`config.mk`:
```
export PLATFORM = sky130hd
export DESIGN_NAME = c_like_token_lexer_unit_flat
export DESIGN_NICKNAME = d
export VERILOG_FILES = /design/src/rtl/ctl_pkg.sv /design/src/rtl/ctl_byte_if.sv /design/src/rtl/ctl_tok_if.sv /design/src/rtl/c_like_token_lexer_unit.sv /design/src/rtl/ctl_lex_core.sv /design/src/flat_wrapper.sv
export SDC_FILE = /design/constraint.sdc
export NUM_CORES = 1
export LEC_CHECK = 0
export BUFFER_PORTS_ARGS = -buffer_cell sky130_fd_sc_hd__buf_2
export CAP_MARGIN = 10
export CELL_PAD_IN_SITES_DETAIL_PLACEMENT = 1
export CELL_PAD_IN_SITES_GLOBAL_PLACEMENT = 1
export CORE_ASPECT_RATIO = 0.5
export CORE_UTILIZATION = 50
export DETAILED_ROUTE_END_ITERATION = 6
export MAX_ROUTING_LAYER = met4
export PLACE_DENSITY_LB_ADDON = 0.1
export SLEW_MARGIN = 5
export SYNTH_ARGS = -nofsm -noshare
export SYNTH_HDL_FRONTEND = slang
export SYNTH_SLANG_ARGS = --single-unit
```
`constraint.sdc`:
```
create_clock -name clk -period 14.8 [get_ports clk]
set_clock_uncertainty 0.05 [all_clocks]
set_input_delay 2.96 -clock clk [delete_from_list [all_inputs] [get_ports clk]]
set_output_delay 2.96 -clock clk [all_outputs]
set_load 0.005 [all_outputs]
```
`src/rtl/ctl_pkg.sv`:
```
// Types, character classes and mode codes for the C-like token lexer.
// Depends on nothing; every other file in rtl but ctl_byte_if imports it.
package ctl_pkg;

    // Offset width of positions and token offsets
    localparam int OFFSET_W = 16;
    localparam logic [OFFSET_W-1:0] OFFSET_MAX = {OFFSET_W{1'b1}};

    // Characters with a role of their own
    localparam logic [7:0] CH_BACKSLASH = 8'd92;
    localparam logic [7:0] CH_ZERO      = 8'h30;
    localparam logic [7:0] CH_X         = 8'h78;
    localparam logic [7:0] CH_F         = 8'h66;
    localparam logic [7:0] CH_NEWLINE   = 8'h0a;
    localparam logic [7:0] CH_QUOTE     = 8'h27;
    localparam logic [7:0] CH_DQUOTE    = 8'h22;
    localparam logic [7:0] CH_DOT       = 8'h2e;
    localparam logic [7:0] CH_STAR      = 8'h2a;
    localparam logic [7:0] CH_SLASH     = 8'h2f;

    // Token kind codes as reported on the output
    localparam logic [3:0] KIND_NAME   = 4'd0;
    localparam logic [3:0] KIND_INT    = 4'd1;
    localparam logic [3:0] KIND_DOUBLE = 4'd2;
    localparam logic [3:0] KIND_FLOAT  = 4'd3;
    localparam logic [3:0] KIND_HEX    = 4'd4;
    localparam logic [3:0] KIND_OP     = 4'd5;
    localparam logic [3:0] KIND_STRING = 4'd6;
    localparam logic [3:0] KIND_CHAR   = 4'd7;
    localparam logic [3:0] KIND_LINE   = 4'd8;
    localparam logic [3:0] KIND_BLOCK  = 4'd9;
    localparam logic [3:0] KIND_IDLE   = 4'd10;
    localparam logic [3:0] KIND_DOT    = 4'd11;

    // Lexer mode, one-hot
    typedef enum logic [11:0] {
        MODE_NAME   = 12'b0000_0000_0001,
        MODE_INT    = 12'b0000_0000_0010,
        MODE_DOUBLE = 12'b0000_0000_0100,
        MODE_FLOAT  = 12'b0000_0000_1000,
        MODE_HEX    = 12'b0000_0001_0000,
        MODE_OP     = 12'b0000_0010_0000,
        MODE_STRING = 12'b0000_0100_0000,
        MODE_CHAR   = 12'b0000_1000_0000,
        MODE_LINE   = 12'b0001_0000_0000,
        MODE_BLOCK  = 12'b0010_0000_0000,
        MODE_IDLE   = 12'b0100_0000_0000,
        MODE_DOT    = 12'b1000_0000_0000
    } mode_t;

    // One reported token
    typedef struct packed {
        logic                valid;
        logic [3:0]          kind;
        logic [OFFSET_W-1:0] first;
        logic [OFFSET_W-1:0] past;
    } tok_t;

    function automatic logic is_digit(input logic [7:0] c);
        return (c >= 8'h30) && (c <= 8'h39);
    endfunction

    function automatic logic is_alpha(input logic [7:0] c);
        return ((c >= 8'h41) && (c <= 8'h5a)) || ((c >= 8'h61) && (c <= 8'h7a))
            || (c == 8'h5f);
    endfunction

    function automatic logic is_hexdig(input logic [7:0] c);
        return is_digit(c) || ((c >= 8'h41) && (c <= 8'h46))
            || ((c >= 8'h61) && (c <= 8'h66));
    endfunction

    // Operator characters: = + - * / , ? ! & | ~ ^ < > : ; [ ] { } ( )
    function automatic logic is_op(input logic [7:0] c);
        logic hit;
        hit = 1'b0;
        case (c) inside
            8'h3d, 8'h2b, 8'h2d, 8'h2a, 8'h2f, 8'h2c, 8'h3f, 8'h21,
            8'h26, 8'h7c, 8'h7e, 8'h5e, 8'h3c, 8'h3e, 8'h3a, 8'h3b,
            8'h5b, 8'h5d, 8'h7b, 8'h7d, 8'h28, 8'h29: hit = 1'b1;
            default: hit = 1'b0;
        endcase
        return hit;
    endfunction

    // Mode that a byte opens from idle; idle if it opens nothing
    function automatic mode_t classify(input logic [7:0] c);
        mode_t m;
        if (c == CH_QUOTE)       m = MODE_CHAR;
        else if (c == CH_DQUOTE) m = MODE_STRING;
        else if (is_digit(c))    m = MODE_INT;
        else if (is_alpha(c))    m = MODE_NAME;
        else if (is_op(c))       m = MODE_OP;
        else if (c == CH_DOT)    m = MODE_DOT;
        else                     m = MODE_IDLE;
        return m;
    endfunction

    function automatic logic [3:0] mode_kind(input mode_t m);
        logic [3:0] k;
        unique case (m)
            MODE_NAME:   k = KIND_NAME;
            MODE_INT:    k = KIND_INT;
            MODE_DOUBLE: k = KIND_DOUBLE;
            MODE_FLOAT:  k = KIND_FLOAT;
            MODE_HEX:    k = KIND_HEX;
            MODE_OP:     k = KIND_OP;
            MODE_STRING: k = KIND_STRING;
            MODE_CHAR:   k = KIND_CHAR;
            MODE_LINE:   k = KIND_LINE;
            MODE_BLOCK:  k = KIND_BLOCK;
            MODE_DOT:    k = KIND_DOT;
            default:     k = KIND_IDLE;
        endcase
        return k;
    endfunction

    function automatic logic [OFFSET_W-1:0] sat_inc(input logic [OFFSET_W-1:0] v);
        return (v == OFFSET_MAX) ? OFFSET_MAX : v + OFFSET_W'(1);
    endfunction

endpackage

```
`src/rtl/ctl_byte_if.sv`:
```
// Input channel of the token lexer: one source byte per beat.
// Depends on no other file.
interface ctl_byte_if;
    logic       valid;
    logic       ready;
    logic [7:0] char_code;
    logic       new_text;

    modport source (output valid, output char_code, output new_text, input ready);
    modport sink   (input valid, input char_code, input new_text, output ready);
endinterface

```
`src/rtl/ctl_tok_if.sv`:
```
// Output channel of the token lexer: one reported token per beat.
// Depends on ctl_pkg for the offset width.
interface ctl_tok_if;
    import ctl_pkg::*;

    logic                valid;
    logic                ready;
    logic                token_valid;
    logic [3:0]          token_kind;
    logic [OFFSET_W-1:0] token_first;
    logic [OFFSET_W-1:0] token_past;

    modport source (output valid, output token_valid, output token_kind,
                    output token_first, output token_past, input ready);
    modport sink   (input valid, input token_valid, input token_kind,
                    input token_first, input token_past, output ready);
endinterface

```
`src/rtl/c_like_token_lexer_unit.sv`:
```
// Top level of the C-like token lexer: input register, lexer core and
// result register. Depends on ctl_pkg, ctl_byte_if, ctl_tok_if, ctl_lex_core.

// The lexer takes one source byte per beat and sustains one byte per clock
// while no closed token is blocked by a waiting one: each byte sits in the
// input register while the core lexes it (including the second idle pass
// when it ends a token), and any token it closes is loaded into the result
// register as the byte leaves the input register. Bytes keep flowing while a
// token waits, until a second token would need the result register. Only
// bytes that close a token produce a beat; a token still open at the end of
// a text is never reported. Raise new_text on the first byte of each text
// to restart the mode and the byte position. Offsets are 16 bits and
// saturate at the maximum.
module c_like_token_lexer_unit (
    input  logic            clk,
    input  logic            rst_n,
    ctl_byte_if.sink        byte_ch,
    ctl_tok_if.source       tok_ch
);
    import ctl_pkg::*;

    logic       stg_valid_reg, stg_valid_next;
    logic [7:0] stg_char_reg;
    logic       stg_new_reg;
    logic       stg_fire;
    logic       res_valid_reg, res_valid_next;
    tok_t       res_reg;
    tok_t       core_tok;

    // Advance the staged byte unless its token would land on a waiting one
    assign stg_fire      = stg_valid_reg
                           && (!core_tok.valid || !res_valid_reg || tok_ch.ready);
    assign byte_ch.ready = !stg_valid_reg || stg_fire;

    assign stg_valid_next = byte_ch.valid ? 1'b1 : (stg_valid_reg && !stg_fire);
    assign res_valid_next = (stg_fire && core_tok.valid) ? 1'b1
                                                         : (res_valid_reg && !tok_ch.ready);

    ctl_lex_core u_core (
        .clk       (clk),
        .rst_n     (rst_n),
        .step_en   (stg_fire),
        .char_code (stg_char_reg),
        .new_text  (stg_new_reg),
        .tok       (core_tok)
    );

    // Hold valid flags for the input and result registers
    always_ff @(posedge clk or negedge rst_n)
    begin
        if (!rst_n)
        begin
            stg_valid_reg <= 1'b0;
            res_valid_reg <= 1'b0;
        end
        else
        begin
            if (byte_ch.ready)
                stg_valid_reg <= stg_valid_next;
            res_valid_reg <= res_valid_next;
        end
    end

    // Capture the input beat and the token payload
    always_ff @(posedge clk)
    begin
        if (byte_ch.valid && byte_ch.ready)
        begin
            stg_char_reg <= byte_ch.char_code;
            stg_new_reg  <= byte_ch.new_text;
        end
        if (stg_fire && core_tok.valid)
            res_reg <= core_tok;
    end

    assign tok_ch.valid       = res_valid_reg;
    assign tok_ch.token_valid = res_reg.valid;
    assign tok_ch.token_kind  = res_reg.kind;
    assign tok_ch.token_first = res_reg.first;
    assign tok_ch.token_past  = res_reg.past;

endmodule

```
`src/rtl/ctl_lex_core.sv`:
```
// Lexer state and the per-byte step: handles a byte, and once more in idle
// when the byte ends a token. Depends on ctl_pkg.
module ctl_lex_core (
    input  logic          clk,
    input  logic          rst_n,
    input  logic          step_en,
    input  logic [7:0]    char_code,
    input  logic          new_text,
    output ctl_pkg::tok_t tok
);
    import ctl_pkg::*;

    mode_t               mode_reg, mode_next;
    logic [7:0]          prev_reg, prev_next;
    logic [OFFSET_W-1:0] pos_reg, pos_next;
    logic [OFFSET_W-1:0] begin_reg, begin_next;
    logic [OFFSET_W-1:0] close_reg, close_next;
    logic                bwz_reg, bwz_next;

    // State as seen by this byte, after an optional restart
    mode_t               mode0;
    logic [7:0]          prev0;
    logic [OFFSET_W-1:0] pos0, begin0, close0;
    logic                bwz0;

    // State after the first handling
    mode_t               mode1;
    logic [OFFSET_W-1:0] begin1, close1;
    logic                bwz1;
    logic                again;
    mode_t               opened;

    // Apply a restart at the first byte of a text
    always_comb
    begin
        if (new_text)
        begin
            mode0  = MODE_IDLE;
            prev0  = '0;
            pos0   = '0;
            begin0 = '0;
            close0 = '0;
            bwz0   = 1'b0;
        end
        else
        begin
            mode0  = mode_reg;
            prev0  = prev_reg;
            pos0   = pos_reg;
            begin0 = begin_reg;
            close0 = close_reg;
            bwz0   = bwz_reg;
        end
    end

    assign opened = classify(char_code);

    // First handling of the byte in the current mode
    always_comb
    begin
        mode1  = mode0;
        begin1 = begin0;
        close1 = close0;
        bwz1   = bwz0;
        again  = 1'b0;
        unique case (mode0)
            MODE_IDLE:
            begin
                if (opened != MODE_IDLE)
                begin
                    mode1  = opened;
                    begin1 = pos0;
                    bwz1   = (char_code == CH_ZERO);
                end
            end
            MODE_NAME:
            begin
                if (!(is_alpha(char_code) || is_digit(char_code)))
                    again = 1'b1;
            end
            MODE_INT:
            begin
                if (is_digit(char_code))
                    mode1 = MODE_INT;
                else if (char_code == CH_DOT)
                    mode1 = MODE_DOUBLE;
                else if (char_code == CH_F)
                    mode1 = MODE_FLOAT;
                else if ((char_code == CH_X) && bwz0 && (begin0 != OFFSET_MAX)
                         && (pos0 == begin0 + OFFSET_W'(1)))
                    mode1 = MODE_HEX;
                else
                    again = 1'b1;
            end
            MODE_DOUBLE:
            begin
                if (is_digit(char_code))
                    mode1 = MODE_DOUBLE;
                else if (char_code == CH_F)
                    mode1 = MODE_FLOAT;
                else
                    again = 1'b1;
            end
            MODE_FLOAT:
                again = 1'b1;
            MODE_HEX:
            begin
                if (!is_hexdig(char_code))
                    again = 1'b1;
            end
            MODE_DOT:
                mode1 = is_digit(char_code) ? MODE_INT : MODE_OP;
            MODE_OP:
            begin
                if ((char_code == CH_STAR) && (prev0 == CH_SLASH))
                begin
                    mode1  = MODE_BLOCK;
                    begin1 = sat_inc(pos0);
                end
                else if ((char_code == CH_SLASH) && (prev0 == CH_SLASH))
                begin
                    mode1  = MODE_LINE;
                    begin1 = sat_inc(pos0);
                end
                else if (!(is_op(char_code) || (char_code == CH_DOT)))
                    again = 1'b1;
            end
            MODE_STRING:
            begin
                if ((char_code == CH_DQUOTE) && (prev0 != CH_BACKSLASH))
                begin
                    mode1  = MODE_IDLE;
                    close1 = sat_inc(pos0);
                end
            end
            MODE_CHAR:
            begin
                if ((char_code == CH_QUOTE) && (prev0 != CH_BACKSLASH))
                begin
                    mode1  = MODE_IDLE;
                    close1 = sat_inc(pos0);
                end
            end
            MODE_LINE:
            begin
                if (char_code == CH_NEWLINE)
                begin
                    mode1  = MODE_IDLE;
                    close1 = pos0;
                end
            end
            MODE_BLOCK:
            begin
                if ((char_code == CH_SLASH) && (prev0 == CH_STAR))
                begin
                    mode1  = MODE_IDLE;
                    close1 = (pos0 != '0) ? pos0 - OFFSET_W'(1) : '0;
                end
            end
            default:
                mode1 = MODE_IDLE;
        endcase
        // End the token here; the byte goes back to idle
        if (again)
        begin
            mode1  = MODE_IDLE;
            close1 = pos0;
        end
    end

    // Report when the mode changed and the token is not empty; a token
    // opened by the second handling starts at this byte and is not part of this report
    always_comb
    begin
        tok.valid = (mode1 != mode0) && (close1 > begin1);
        tok.kind  = mode_kind(mode0);
        tok.first = begin1;
        tok.past  = close1;
    end

    // Second handling in idle, then advance the position
    always_comb
    begin
        mode_next  = mode1;
        begin_next = begin1;
        close_next = close1;
        bwz_next   = bwz1;
        if (again && (opened != MODE_IDLE))
        begin
            mode_next  = opened;
            begin_next = pos0;
            bwz_next   = (char_code == CH_ZERO);
        end
        prev_next = char_code;
        pos_next  = sat_inc(pos0);
    end

    // Hold state between accepted bytes
    always_ff @(posedge clk or negedge rst_n)
    begin
        if (!rst_n)
        begin
            mode_reg  <= MODE_IDLE;
            prev_reg  <= '0;
            pos_reg   <= '0;
            begin_reg <= '0;
            close_reg <= '0;
            bwz_reg   <= 1'b0;
        end
        else if (step_en)
        begin
            mode_reg  <= mode_next;
            prev_reg  <= prev_next;
            pos_reg   <= pos_next;
            begin_reg <= begin_next;
            close_reg <= close_next;
            bwz_reg   <= bwz_next;
        end
    end

    // A restart leaves the position just past the first byte
    a_restart_pos: assert property (@(posedge clk) disable iff (!rst_n)
        step_en && new_text |=> pos_reg == OFFSET_W'(1))
        else $error("position not restarted");

    // Position advances by one per step until it saturates
    a_pos_step: assert property (@(posedge clk) disable iff (!rst_n)
        step_en && !new_text && (pos_reg != OFFSET_MAX)
        |=> pos_reg == $past(pos_reg) + OFFSET_W'(1))
        else $error("position did not advance");

    // Idle or dot is never reported as a token kind
    a_kind_real: assert property (@(posedge clk) disable iff (!rst_n)
        step_en && tok.valid |-> (tok.kind != KIND_IDLE) && (tok.kind != KIND_DOT))
        else $error("reported kind is idle or dot");

    // Position stays put while no byte is stepped
    a_pos_hold: assert property (@(posedge clk) disable iff (!rst_n)
        !step_en |=> $stable(pos_reg))
        else $error("position moved without a byte");

endmodule
```
`src/flat_wrapper.sv`:
```
// flat-port wrapper written by rule: the top's interface ports become plain ports
module c_like_token_lexer_unit_flat import ctl_pkg::*;
  (clk, rst_n, byte_ch_valid, byte_ch_char_code, byte_ch_new_text, byte_ch_ready, tok_ch_valid, tok_ch_token_valid, tok_ch_token_kind, tok_ch_token_first, tok_ch_token_past, tok_ch_ready);
  ctl_byte_if byte_ch_i ();
  ctl_tok_if tok_ch_i ();
  input  logic clk;
  input  logic rst_n;
  input wire logic [$bits(byte_ch_i.valid)-1:0] byte_ch_valid;
  input wire logic [$bits(byte_ch_i.char_code)-1:0] byte_ch_char_code;
  input wire logic [$bits(byte_ch_i.new_text)-1:0] byte_ch_new_text;
  output wire logic [$bits(byte_ch_i.ready)-1:0] byte_ch_ready;
  output wire logic [$bits(tok_ch_i.valid)-1:0] tok_ch_valid;
  output wire logic [$bits(tok_ch_i.token_valid)-1:0] tok_ch_token_valid;
  output wire logic [$bits(tok_ch_i.token_kind)-1:0] tok_ch_token_kind;
  output wire logic [$bits(tok_ch_i.token_first)-1:0] tok_ch_token_first;
  output wire logic [$bits(tok_ch_i.token_past)-1:0] tok_ch_token_past;
  input wire logic [$bits(tok_ch_i.ready)-1:0] tok_ch_ready;
  assign byte_ch_i.valid = byte_ch_valid;
  assign byte_ch_i.char_code = byte_ch_char_code;
  assign byte_ch_i.new_text = byte_ch_new_text;
  assign byte_ch_ready = byte_ch_i.ready;
  assign tok_ch_valid = tok_ch_i.valid;
  assign tok_ch_token_valid = tok_ch_i.token_valid;
  assign tok_ch_token_kind = tok_ch_i.token_kind;
  assign tok_ch_token_first = tok_ch_i.token_first;
  assign tok_ch_token_past = tok_ch_i.token_past;
  assign tok_ch_i.ready = tok_ch_ready;
  c_like_token_lexer_unit u_core (.clk(clk), .rst_n(rst_n), .byte_ch(byte_ch_i), .tok_ch(tok_ch_i));
endmodule
```
# --- Word-level counts from Yosys, hierarchy flattened ---
# Cells that the tools add are included.
classes:
  n_addsub: 3
  order_cmp: 9
  n_eq_ne: 50
  n_mux: 68
  reduce_logical: 37
op_table:
  columns: ["operator", "n"]
  rows:
  - ["2-to-1 mux 12 bit", 22]
  - ["2-to-1 mux 16 bit", 14]
  - ["equality test 8 x 6 -> 1 bit, second input constant", 21]
  - ["case mux 12 bit (10 select lines)", 1]
  - ["equality test 8 x 7 -> 1 bit, second input constant", 10]
  - ["case mux 16 bit (4 select lines)", 1]
  - ["case mux 4 bit (11 select lines)", 1]
  - ["adder 16 x 1 -> 16 bit, second input constant", 2]
  - ["<= comparator 8 x 7 -> 1 bit, second input constant", 4]
  - ["case mux 16 bit (2 select lines)", 1]
  - ["2-to-1 mux 1 bit", 25]
  - ["OR reduction 22 bit", 1]
  - ["logical AND 1 bit", 20]
  - ["equality test 16 bit", 1]
  - ["equality test 16 bit, second input constant", 1]
  - [">= comparator 8 x 7 -> 1 bit, second input constant", 2]
  - ["greater-than comparator 16 bit", 1]
  - ["inequality test 16 bit, second input constant", 1]
  - ["nonzero test 16 bit", 1]
  - ["subtractor 16 x 1 -> 16 bit, second input constant", 1]
  - ["equality test 12 x 1 -> 1 bit, second input constant", 1]
  - ["equality test 12 x 10 -> 1 bit, second input constant", 1]
  - ["equality test 12 x 11 -> 1 bit, second input constant", 1]
  - ["equality test 12 bit, second input constant", 1]
  - ["20 further kinds", 32]
word_totals:
  ff_bits: 117
  out_inout_bits: 39

# --- Logic depth before layout (Yosys ltp) ---
# Gate-level depths: netlist (run 1).
logic_depth:
  depth_word: 26
  depth_mapped: 32
  mapped_depth_nobuf: 24

# --- By module ---
# Synthesis (run 1) repeated with hierarchy kept, for this count alone.
unflattened:
  hier_cells: 1043
  area_unflattened_um2: 8685.8
modules_own_cells:
  columns: ["mod", "n_inst", "cells_each", "area_per_inst_um2", "seq_area_each_um2"]
  rows:
  - ["ctl_lex_core", 1, 987, 7186.9, 1727.9]
  - ["c_like_token_lexer_unit", 1, 56, 1498.9, 1431.4]

# --- Worst setup path after synthesis (run 1) ---
# OpenSTA, ideal clock, no wires.
synth_path:
  path_kind: "register to output"
  start: "register u_core.stg_new_reg"
  end: "output byte_ch_ready"
  arrival_time_ns: 6.190
  t_required_ns: 11.790
  slack_ns: 5.600
  path_stages_with_launch: 29
  n_path_buf: 9
  cell_sequence: "edfxtp_1 > buf_2 > clkbuf_1 > clkbuf_1 > clkbuf_1 > clkbuf_1 > clkbuf_1 > clkbuf_1 > nor2b_1 > ha_1 > xor2_1 > or4_1 > nor4_1 > nand4b_1 > nor4_2 > a311o_1 > nand2_1 > clkbuf_1 > clkbuf_1 > o21ai_0 > ha_1 > a21o_1 > a21o_1 > a21o_1 > a21o_1 > a21oi_1 > o2111ai_1 > o2111ai_1 > nand2b_1"
synth_lines:
  columns: ["element", "line_no", "source"]
  rows:
  - ["start: declaration", "c_like_token_lexer_unit.sv:24", "logic stg_new_reg;"]
  - ["start signal: assignment", "c_like_token_lexer_unit.sv:70", "stg_new_reg <= byte_ch.new_text;"]
  - ["end: declaration", "flat_wrapper.sv:11", "output wire logic [$bits(byte_ch_i.ready)-1:0] byte_ch_ready;"]

==> results_dict.tcl, run 1 <==
set metrics [dict create \
    h-tree-depth 4 \
    critPathArrivalTime_ns 6.92 \
    ir_drop_mv 0.08040 \
    hold_class "register to register" \
    first_pass_iters 5 \
    synth_cells 946 \
    fmax_mhz 100.7 \
    path_class "register to output port" \
    num_antenna_cells 0 \
    root_buffer "clkbuf_16" \
    ys_seq_area_frac 0.3737 \
    finalSetupViolCount 0 \
    fp.dieW_um 185.9 \
    finalWirelength_um 30420 \
    grt_pass1_wl_um 47610 \
    antenna_found_initial 0 \
    gp_congestion 1.010 \
    drt_iter0_drc 711 \
    yosysTopAreaCellShare 0.2072 \
    syn_nets 978 \
    n_fill_cell 1954 \
    cts_sinks 117 \
    rows 33 \
    fin_crit_ns 9.935 \
    synth.avg_cell_area_um2 8.936 \
    outcome "finished, final reports clean" \
    post-dp-hpwl_um 21220 \
    final_max_slew_viol_count 0 \
    clk_pin_slew_worst_paths_ns 0.06 \
    cts_resized 0 \
    viasPerCell 6.735 \
    nets 998 \
    drive_gt1_frac 0.1359 \
    cap_viol_max_count 0 \
    synth_top_cells_by_area "dfrtp_1 21%, edfxtp_1 16%, mux2_1 5.5%" \
    power-per-cell-area_nw_per_um2 154.0 \
    endpoint_kind "output port" \
    final_core_util 0.5766 \
    die_height_um 93.94 \
    synthTopCellsByCount "86 x nor2_1, 75 x nand2_1, 70 x dfrtp_1" \
    clkLatencyLatePin_ns 0.44 \
    io_pins 52 \
    yosys.area.top_type "dfrtp_1" \
    ys_ff_latch 117 \
    core_um2 16430 \
    period_share 0.6713 \
    leakagePower_nw 3.977 \
    reg2reg_depth 27 \
    synth.distinct_cells 81 \
    worst-path-max-fanout 73 \
    vias 8122 \
    setup_tns_ns 0 \
    syn_to_final_growth_pct 12.09 \
    cts_buffers 17 \
    dieArea_um2 17460 \
    ys.flop_type "dfrtp_1" \
    rsz0062_at_grt "no" \
    grt_max_degree 74 \
    timing.final.hold_violations 0 \
    start_kind "register" \
    slew_headroom 0.2267 \
    synth.most_common_cell "nor2_1" \
    clockBufferDepth 2 \
    synth_area_um2 8453 \
    ys_warn_count 0 \
    async_flop_share 0.6068 \
    holdPathStages 1 \
    grt_usage 0.3772 \
    grt_pass1_vias 8164 \
    wl_per_cell_um 25.22 \
    portBuffers 51 \
    worstPathRequired_ns 11.79 \
    start_util 0.5144 \
    worstMarginPinSlew_ns 1.156 \
    post_cts_buffers 0 \
    drc 0 \
    cts_tree "done" \
    postCtsHoldBufs 0 \
    synth_edf_count 46 \
    gr-total-overflow 0 \
    ant_nets 0 \
]
==> layer usage <==
layer | wire length [um] | GRT usage | up-vias | part of all wire
met5 | 0 | - | - | 0
met4 | 763 | 0.1346 | 0 | 0.025
met3 | 3059 | 0.09845 | 67 | 0.10
met2 | 13080 | 0.5494 | 442 | 0.43
met1 | 13510 | 0.5044 | 4072 | 0.44
li1 | - | - | 3541 | -
==> cell type report <==
| class | instances | area (um2) | share of cell area |
|---|---|---|---|
| flip-flops and latches | 117 | 3159 | 0.3334 |
| clock inverters | 14 | 201.4 | 0.02126 |
| multi-input cells | 721 | 4870 | 0.5139 |
| inverters | 43 | 161.4 | 0.01703 |
| repair buffers | 66 | 370.4 | 0.03909 |
| clock buffers | 18 | 429.2 | 0.04529 |
| well taps | 227 | 284.0 | 0.02997 |
==> placed cells by master (no fill, tap or decap), types with 16 or more instances in the layout <==
cell / Yosys / layout
a21oi_1: 43 / 42
buf_4: 5 / 16
nor2b_1: 16 / 16
nor4_1: 16 / 16
nand2b_1: 23 / 23
xnor2_1: 28 / 28
inv_1: 43 / 43
nand3_1: 31 / 31
edfxtp_1: 46 / 46
o21ai_0: 48 / 47
mux2i_1: 19 / 19
nor3_1: 23 / 23
nor2_1: 86 / 84
nand2_1: 75 / 75
buf_2: 8 / 50
clkbuf_16: 0 / 17
nand4_1: 16 / 16
o22ai_1: 21 / 21
mux2_1: 41 / 41
ha_1: 19 / 19
dfrtp_1: 70 / 70
==> worst paths after layout <==
| kind | slack, ns | startpoint | end |
|---|---|---|---|
| setup / recovery | 4.87 | u_core.stg_new_reg | byte_ch_ready |
| hold / removal | 0.45 | u_core.u_core.prev_reg[1] | u_core.u_core.prev_reg[1] |
| setup reg to reg | 6.87 | u_core.stg_new_reg | u_core.u_core.close_reg[14] |
| hold reg to reg | 0.45 | u_core.u_core.prev_reg[1] | u_core.u_core.prev_reg[1] |
| max in group asynchronous | 11.40 | rst_n | u_core.u_core.mode_reg[6] |
| min in group asynchronous | 2.65 | rst_n | u_core.u_core.close_reg[3] |
==> kinds of logic (layout without fill, tap and decap cells) <==
logic type                 Yosys count  count (layout)  share of synthesized area
AOI/OAI and AO/OA                  227             227                     0.1822
DFF                                117             117                     0.3737
and+or+nand+nor                    363             363                     0.2294
buffers and inverters              108             141                    0.05225
adders and majority gates           19              19                    0.02812
muxes                               71              71                    0.09177
xor gates and xnor gates            41              41                    0.04248
==> metrics by stage <==
step / cell area, um2 / power, mW / hold slack, ns / std cells / worst slack, ns
floorplan: 8453 / 0.8147 / 0.4081 / 946 / 5.600
finish: 9475 / 1.459 / 0.4458 / 1206 / 4.865
CTS: 9475 / 1.450 / 0.4492 / 1206 / 5.060
global route: 9475 / 1.526 / 0.4706 / 1206 / 4.602
global placement: 8845 / 0.9734 / 0.4225 / 1174 / 5.827
detailed placement: 8845 / 0.9880 / 0.4347 / 1174 / 5.586
==> critical path, stage by stage, from the launching register on <==
cell,delay [ns]
edfxtp_1,0.36
buf_4,0.36
inv_1,0.22
nand2_1,0.17
inv_1,0.17
ha_1,0.36
nand4b_1,0.26
nor4_1,0.76
and3_1,0.30
nand3_1,0.16
xnor2_1,0.17
nor2_1,0.27
nor2_1,0.07
nor4_1,0.47
a22oi_1,0.20
ha_1,0.35
nand4_1,0.08
or2_2,0.31
nor2_1,0.12
o21ai_0,0.12
a31oi_1,0.27
o2111ai_1,0.46
nand2b_1,0.30
buf_2,0.13
==> power by group <==
group          total [mW]  internal (mW)  switching, mW
Sequential          0.501          0.440         0.0612
Combinational       0.502          0.178          0.325
Clock               0.456          0.283          0.172
(Power assumes the default switching activity.)
==> run 2, diff against run 1 <==
--- a/config.mk
+++ b/config.mk
@@ -5,12 +5,13 @@
 export SDC_FILE = /design/constraint.sdc
 export NUM_CORES = 1
 export LEC_CHECK = 0
+export ABC_AREA = 1
 export BUFFER_PORTS_ARGS = -buffer_cell sky130_fd_sc_hd__buf_2
 export CAP_MARGIN = 10
 export CELL_PAD_IN_SITES_DETAIL_PLACEMENT = 1
 export CELL_PAD_IN_SITES_GLOBAL_PLACEMENT = 1
 export CORE_ASPECT_RATIO = 0.5
-export CORE_UTILIZATION = 50
+export CORE_UTILIZATION = 45
 export DETAILED_ROUTE_END_ITERATION = 6
 export MAX_ROUTING_LAYER = met4
 export PLACE_DENSITY_LB_ADDON = 0.1
==> constraint.sdc (replaced) <==
create_clock -name clk -period 9.6 [get_ports clk]
set_clock_uncertainty 0.05 [all_clocks]
set_input_delay 1.92 -clock clk [delete_from_list [all_inputs] [get_ports clk]]
set_output_delay 1.92 -clock clk [all_outputs]
set_load 0.005 [all_outputs]
==> results_dict.tcl, run 2 <==
set metrics [dict create \
    outcome "finished, final reports clean" \
    slew_headroom 0.2765 \
    grt_pass1_wl_um 52070 \
    grt_max_degree 74 \
    io_pins 52 \
    ys.flop_type "dfrtp_1" \
    slowest_stage "inv_2" \
    syn_nets 1336 \
    total_power_mw 1.977 \
    leakagePower_nw 4.822 \
    drive_gt1_frac 0.1007 \
    period_share 0.9241 \
    die_height_um 100.6 \
    seqCellArea_um2 3161 \
    ys_seq_area_frac 0.3610 \
    synthAdderAreaFrac 0.02716 \
    worstMarginPinSlew_ns 1.084 \
    post_cts_buffers 0 \
    cap_viol_max_count 0 \
    root_buffer "clkbuf_16" \
    core_um2 18700 \
    grt_usage 0.3534 \
    timing.final.hold_violations 0 \
    n_fill_cell 2513 \
    vias 9276 \
    holdWs_ns 0.4238 \
    postCtsHoldBufs 0 \
    yosysTopAreaCellShare 0.2001 \
    post-dp-hpwl_um 23970 \
    syn_to_final_growth_pct 11.68 \
    first_pass_iters 5 \
    synthTopCellsByCount "410 x nand2_1, 149 x inv_1, 149 x nand3_1" \
    hold_class "register to register" \
    worstPathRequired_ns 7.63 \
    ant_nets 0 \
    clk_pin_slew_worst_paths_ns 0.06 \
    synth.distinct_cells 52 \
    power-per-cell-area_nw_per_um2 202.3 \
    synth_compound_area_frac 0.1137 \
    final_common_cell "nand2_1" \
    crit_end "byte_ch_ready" \
    start_util 0.4680 \
    cts_tree "done" \
    synth.most_common_cell "nand2_1" \
    path_class "register to output port" \
    synth_cells 1304 \
    antenna_found_initial 0 \
    layout_common_cells "410 x nand2_1, 149 x inv_1, 149 x nand3_1, 140 x nor2_1, 69 x dfrtp_1" \
    reg2reg_depth 30 \
    crit_path_start "u_core.stg_new_reg" \
    async_flop_share 0.6068 \
    rrSetupSlack_ns 1.64 \
    synth_edf_count 46 \
    worst-path-max-fanout 43 \
    endpoint_kind "output port" \
    ir_drop_mv 0.1250 \
    critPathMaxStageDelay_ns 0.70 \
    drt_iter0_drc 695 \
    ys_ff_latch 117 \
    multiInputGateArea_um2 4722 \
    timing.rr.start "u_core.stg_new_reg" \
    num_antenna_cells 0 \
    ys_warn_count 0 \
    setup_tns_ns 0 \
    synth_xor_area_frac 0.02202 \
    final_core_util 0.5227 \
    worst_slack_ns 0.7289 \
    synth_top_cells_by_area "dfrtp_1 20%, nand2_1 18%, edfxtp_1 16%" \
    finalSetupViolCount 0 \
    synthMuxAreaShare 0 \
    holdPathStages 2 \
    portBuffers 51 \
    cts_buffers 17 \
    gp_congestion 0.9752 \
    h-tree-depth 4 \
    fin_crit_ns 8.871 \
    finalWirelength_um 32630 \
    synth_area_um2 8752 \
    wl_per_cell_um 20.27 \
    synth.avg_cell_area_um2 6.712 \
    nets 1370 \
    place_ws_ns 1.471 \
    r2r_end "u_core.u_core.begin_reg[7]" \
    drc 0 \
    cts_resized 0 \
    start_kind "register" \
    rows 35 \
    clockBufferDepth 2 \
    gr-total-overflow 0 \
    final_max_slew_viol_count 0 \
    clkLatencyLatePin_ns 0.44 \
    synth-simple-area-share 0.3767 \
    synth_top_family_by_area "simple AND/OR/NAND/NOR gates" \
    fp.dieW_um 199.2 \
    rsz0062_at_grt "no" \
    viasPerCell 5.761 \
    fmax_mhz 112.7 \
    dieArea_um2 20050 \
    critPathArrivalTime_ns 6.90 \
    yosys.area.top_type "dfrtp_1" \
    grt_pass1_vias 9364 \
    cts_sinks 117 \
]
## run 2: logic make-up (layout without fill, tap and decap cells)
group / Yosys count / after routing
fa+ha+maj: 19 / 19
simple gates: 772 / 772
compound gates: 160 / 160
xor+xnor: 22 / 22
flops: 117 / 117
buf+inv: 214 / 261
## run 2: worst max-delay path, delay by kind of cell, from the launching register on
family                     cells  cell delay, ns
and+or+nand+nor               14            2.73
buffers and inverters          7            1.66
adders and majority gates      2            0.53
AOI/OAI and AO/OA              5            1.13
DFF                            1            0.37
## run 2: through the flow
step | cells | area [um2]
3_3_place_gp | 1578 | 9170
5_1_grt | 1610 | 9774
4_1_cts | 1610 | 9774
3_5_place_dp | 1578 | 9170
6_report | 1610 | 9774
2_1_floorplan | 1304 | 8752
## run 2: worst min path at each step
stage          slack, ns                         end                       start
2_1_floorplan       0.39  u_core.u_core.mode_reg[11]  u_core.u_core.mode_reg[11]
3_3_place_gp        0.41   u_core.u_core.pos_reg[15]   u_core.u_core.pos_reg[15]
3_5_place_dp        0.41   u_core.u_core.pos_reg[13]   u_core.u_core.pos_reg[13]
4_1_cts             0.42   u_core.u_core.pos_reg[13]   u_core.u_core.pos_reg[13]
5_1_grt             0.44  u_core.u_core.mode_reg[11]  u_core.u_core.mode_reg[11]
6_report            0.42   u_core.u_core.pos_reg[13]   u_core.u_core.pos_reg[13]
## run 2: cell type report
type | count | share of cell area
Clock inverter | 15 | 0.01831
Sequential cell | 117 | 0.3233
Timing Repair Buffer | 61 | 0.03405
Tap cell | 259 | 0.03315
Clock buffer | 17 | 0.04352
Multi-Input combinational cell | 973 | 0.4831
Inverter | 168 | 0.06452
## run 2: routing by layer
layer | share of wire | vias to the layer above | GRT usage
met5 | 0 | - | -
met4 | 0.019 | 0 | 0.1095
met3 | 0.069 | 49 | 0.05386
met2 | 0.45 | 360 | 0.5591
met1 | 0.46 | 4521 | 0.4669
li1 | - | 4346 | -
## run 2: where the power goes
part           internal (mW)  switching [mW]  total [mW]
Sequential             0.656          0.0487       0.705
Clock                  0.409           0.264       0.672
Combinational          0.174           0.426       0.600
==> run 3, diff against run 2 <==
--- a/config.mk
+++ b/config.mk
@@ -11,11 +11,13 @@
 export CELL_PAD_IN_SITES_DETAIL_PLACEMENT = 1
 export CELL_PAD_IN_SITES_GLOBAL_PLACEMENT = 1
 export CORE_ASPECT_RATIO = 0.5
-export CORE_UTILIZATION = 45
+export CORE_UTILIZATION = 46
 export DETAILED_ROUTE_END_ITERATION = 6
+export HOLD_SLACK_MARGIN = 0.08
 export MAX_ROUTING_LAYER = met4
 export PLACE_DENSITY_LB_ADDON = 0.1
 export SLEW_MARGIN = 5
 export SYNTH_ARGS = -nofsm -noshare
 export SYNTH_HDL_FRONTEND = slang
+export SYNTH_HIERARCHICAL = 1
 export SYNTH_SLANG_ARGS = --single-unit
==> results_dict.tcl, run 3 <==
set metrics [dict create \
    worstMarginPinSlew_ns 1.043 \
    clk_pin_slew_worst_paths_ns 0.06 \
    cts_sinks 117 \
    ys.flop_type "dfrtp_1" \
    ys_warn_count 6 \
    start_util 0.4707 \
    place_area_um2 9505 \
    yosysTopAreaCellShare 0.1913 \
    nets 1366 \
    dieArea_um2 20510 \
    fin_crit_ns 8.609 \
    synth_area_um2 9159 \
    timing.rr.start "u_core/stg_new_reg" \
    grt_pass1_wl_um 53570 \
    hold_class "register to register" \
    ys_ff_latch 117 \
    num_antenna_cells 0 \
    clockBufferDepth 2 \
    grt_max_degree 88 \
    antenna_found_initial 0 \
    cap_viol_max_count 0 \
    rsz0062_at_grt "no" \
    synthTopCellsByCount "332 x nand2_1, 166 x nor2_1, 151 x inv_1" \
    cts_buffers 17 \
    yosys.area.top_type "dfrtp_1" \
    postCtsHoldBufs 0 \
    r2r_end "u_core/u_core/mode_reg[11]" \
    p_sw_frac 0.4546 \
    outcome "finished, final reports clean" \
    place_inst 1581 \
    synth_edf_count 46 \
    worstPathRequired_ns 7.63 \
    layout_common_cells "332 x nand2_1, 166 x nor2_1, 151 x inv_1, 78 x o21ai_0, 72 x nand3_1" \
    synth_xor_area_frac 0.01626 \
    pwr-share-seq 0.330 \
    final_core_util 0.5151 \
    worst_slack_ns 0.9906 \
    critPathArrivalTime_ns 6.64 \
    place_ws_ns 1.613 \
    synth-simple-area-share 0.3411 \
    fp.dieW_um 201.6 \
    leakagePower_nw 4.776 \
    syn_nets 1334 \
    h-tree-depth 4 \
    drt_iter0_drc 642 \
    finalWirelength_um 34700 \
    portBuffers 51 \
    post_cts_buffers 0 \
    synth_compound_area_frac 0.1683 \
    gr-total-overflow 0 \
    critPathMaxStageDelay_ns 0.69 \
    drive_gt1_frac 0.1433 \
    synth_top_cells_by_area "dfrtp_1 19%, edfxtp_1 15%, nand2_1 14%" \
    endpoint_kind "output port" \
    cts_resized 0 \
    synth.distinct_cells 59 \
    synthMuxAreaShare 0 \
    synth.most_common_cell "nand2_1" \
    setup_tns_ns 0 \
    cpMostUsedCell "nand2_1" \
    multiInputGateArea_um2 5067 \
    root_buffer "clkbuf_16" \
    synth.avg_cell_area_um2 7.034 \
    slew_headroom 0.3042 \
    clkLatencyLatePin_ns 0.45 \
    synth_cells 1302 \
    seqCellArea_um2 3159 \
    die_height_um 101.8 \
    finalSetupViolCount 0 \
    n_fill_cell 2562 \
    io_pins 52 \
    power-per-cell-area_nw_per_um2 270.1 \
    final_common_cell "nand2_1" \
    fmax_mhz 116.2 \
    drc 0 \
    power.clock.fraction 0.216 \
    switching_power_mw 1.231 \
    post-dp-hpwl_um 25460 \
    rrSetupSlack_ns 2.32 \
    vias 9457 \
    fin_area_um2 10020 \
    ant_nets 0 \
    timing.final.hold_violations 0 \
    rows 36 \
    grt_pass1_vias 9447 \
    worst-path-max-fanout 61 \
    start_kind "register" \
    min_delay_worst_endpoint "u_core/u_core/close_reg[14]" \
    core_um2 19460 \
    gp_congestion 0.9655 \
    grt_usage 0.3590 \
    p_int_mw 1.477 \
    synthAdderAreaFrac 0.02596 \
    holdPathStages 2 \
    synth_top_family_by_area "simple AND/OR/NAND/NOR gates" \
    cts_tree "done" \
    reg2reg_depth 33 \
    period_share 0.8968 \
    path_class "register to output port" \
    first_pass_iters 5 \
    wl_per_cell_um 21.52 \
    combPwrFrac 0.455 \
    syn_to_final_growth_pct 9.440 \
    final_max_slew_viol_count 0 \
    ir_drop_mv 0.7477 \
    worstHoldStart "u_core/u_core/close_reg[14]" \
    async_flop_share 0.6068 \
    viasPerCell 5.863 \
    ys_seq_area_frac 0.3449 \
    slowest_stage "inv_4" \
    final_cell_count_no_fill 1613 \
]
[run 3: cell types whose count changed after synthesis, moves of 9 or more]
cell / delta
nand2_2: +12
nor2_2: +10
a21oi_1: +20
a221o_1: -10
o21ai_0: +14
nand3_1: -77
nand4_1: +9
nand2_1: -78
buf_2: -11
a221oi_2: +9
nor2_1: +26
nor2_4: +9
o21ai_1: +22
[run 3: routing by layer]
layer	track usage	routed length, um
met1	0.4574	15840
met2	0.5703	15910
met4	0.1311	828
met5	-	0
met3	0.06950	2127
[run 3: final cells by class]
type	instances	area share
multi-input cells	971	0.5056
repair buffers	56	0.02946
flip-flops and latches	117	0.3152
well taps	266	0.03320
inverters	171	0.06491
clock inverters	5	0.002497
clock buffers	27	0.04918
[run 3: how the worst max path moves through the flow]
stage                  startpoint       endpoint  slack (ns)  cells past startpoint
2_1_floorplan  u_core/stg_new_reg  byte_ch_ready        3.81                     30
4_1_cts        u_core/stg_new_reg  byte_ch_ready        1.06                     31
3_5_place_dp   u_core/stg_new_reg  byte_ch_ready        1.61                     31
3_3_place_gp   u_core/stg_new_reg  byte_ch_ready        1.96                     31
5_1_grt        u_core/stg_new_reg  byte_ch_ready        0.45                     30
6_report       u_core/stg_new_reg  byte_ch_ready        0.99                     31
[run 3: logic make-up (layout without fill, tap and decap cells)]
logic type / count (synthesis) / after routing
xor+xnor: 17 / 17
flops: 117 / 117
fa+ha+maj: 19 / 19
simple gates: 694 / 694
compound gates: 241 / 241
buf+inv: 214 / 259
[run 3: through the flow]
| stage | total power, mW | hold WS [ns] |
|---|---|---|
| after floorplan | 1.666 | 0.3989 |
| after global placement | 2.059 | 0.4134 |
| after detailed placement | 2.108 | 0.4161 |
| after CTS | 2.707 | 0.4412 |
| after global routing | 2.870 | 0.4755 |
| final | 2.708 | 0.4418 |
[run 3: power groups by stage]
stage / Clock, mW / Combinational [mW] / Sequential (mW)
after floorplan: 0 / 0.784 / 0.882
final: 0.584 / 1.23 / 0.893
after detailed placement: 0 / 1.21 / 0.899
after global placement: 0 / 1.17 / 0.888
after CTS: 0.594 / 1.22 / 0.894
after global routing: 0.613 / 1.34 / 0.913
[run 3: critical path, delay by kind of cell (launching register included)]
kind | cells | cell delay [ns]
AO/OA/AOI/OAI | 3 | 0.66
adder cells (fa/ha/maj) | 2 | 0.52
buffers and inverters | 7 | 1.74
flip-flops | 1 | 0.36
AND/OR/NAND/NOR | 19 | 2.91
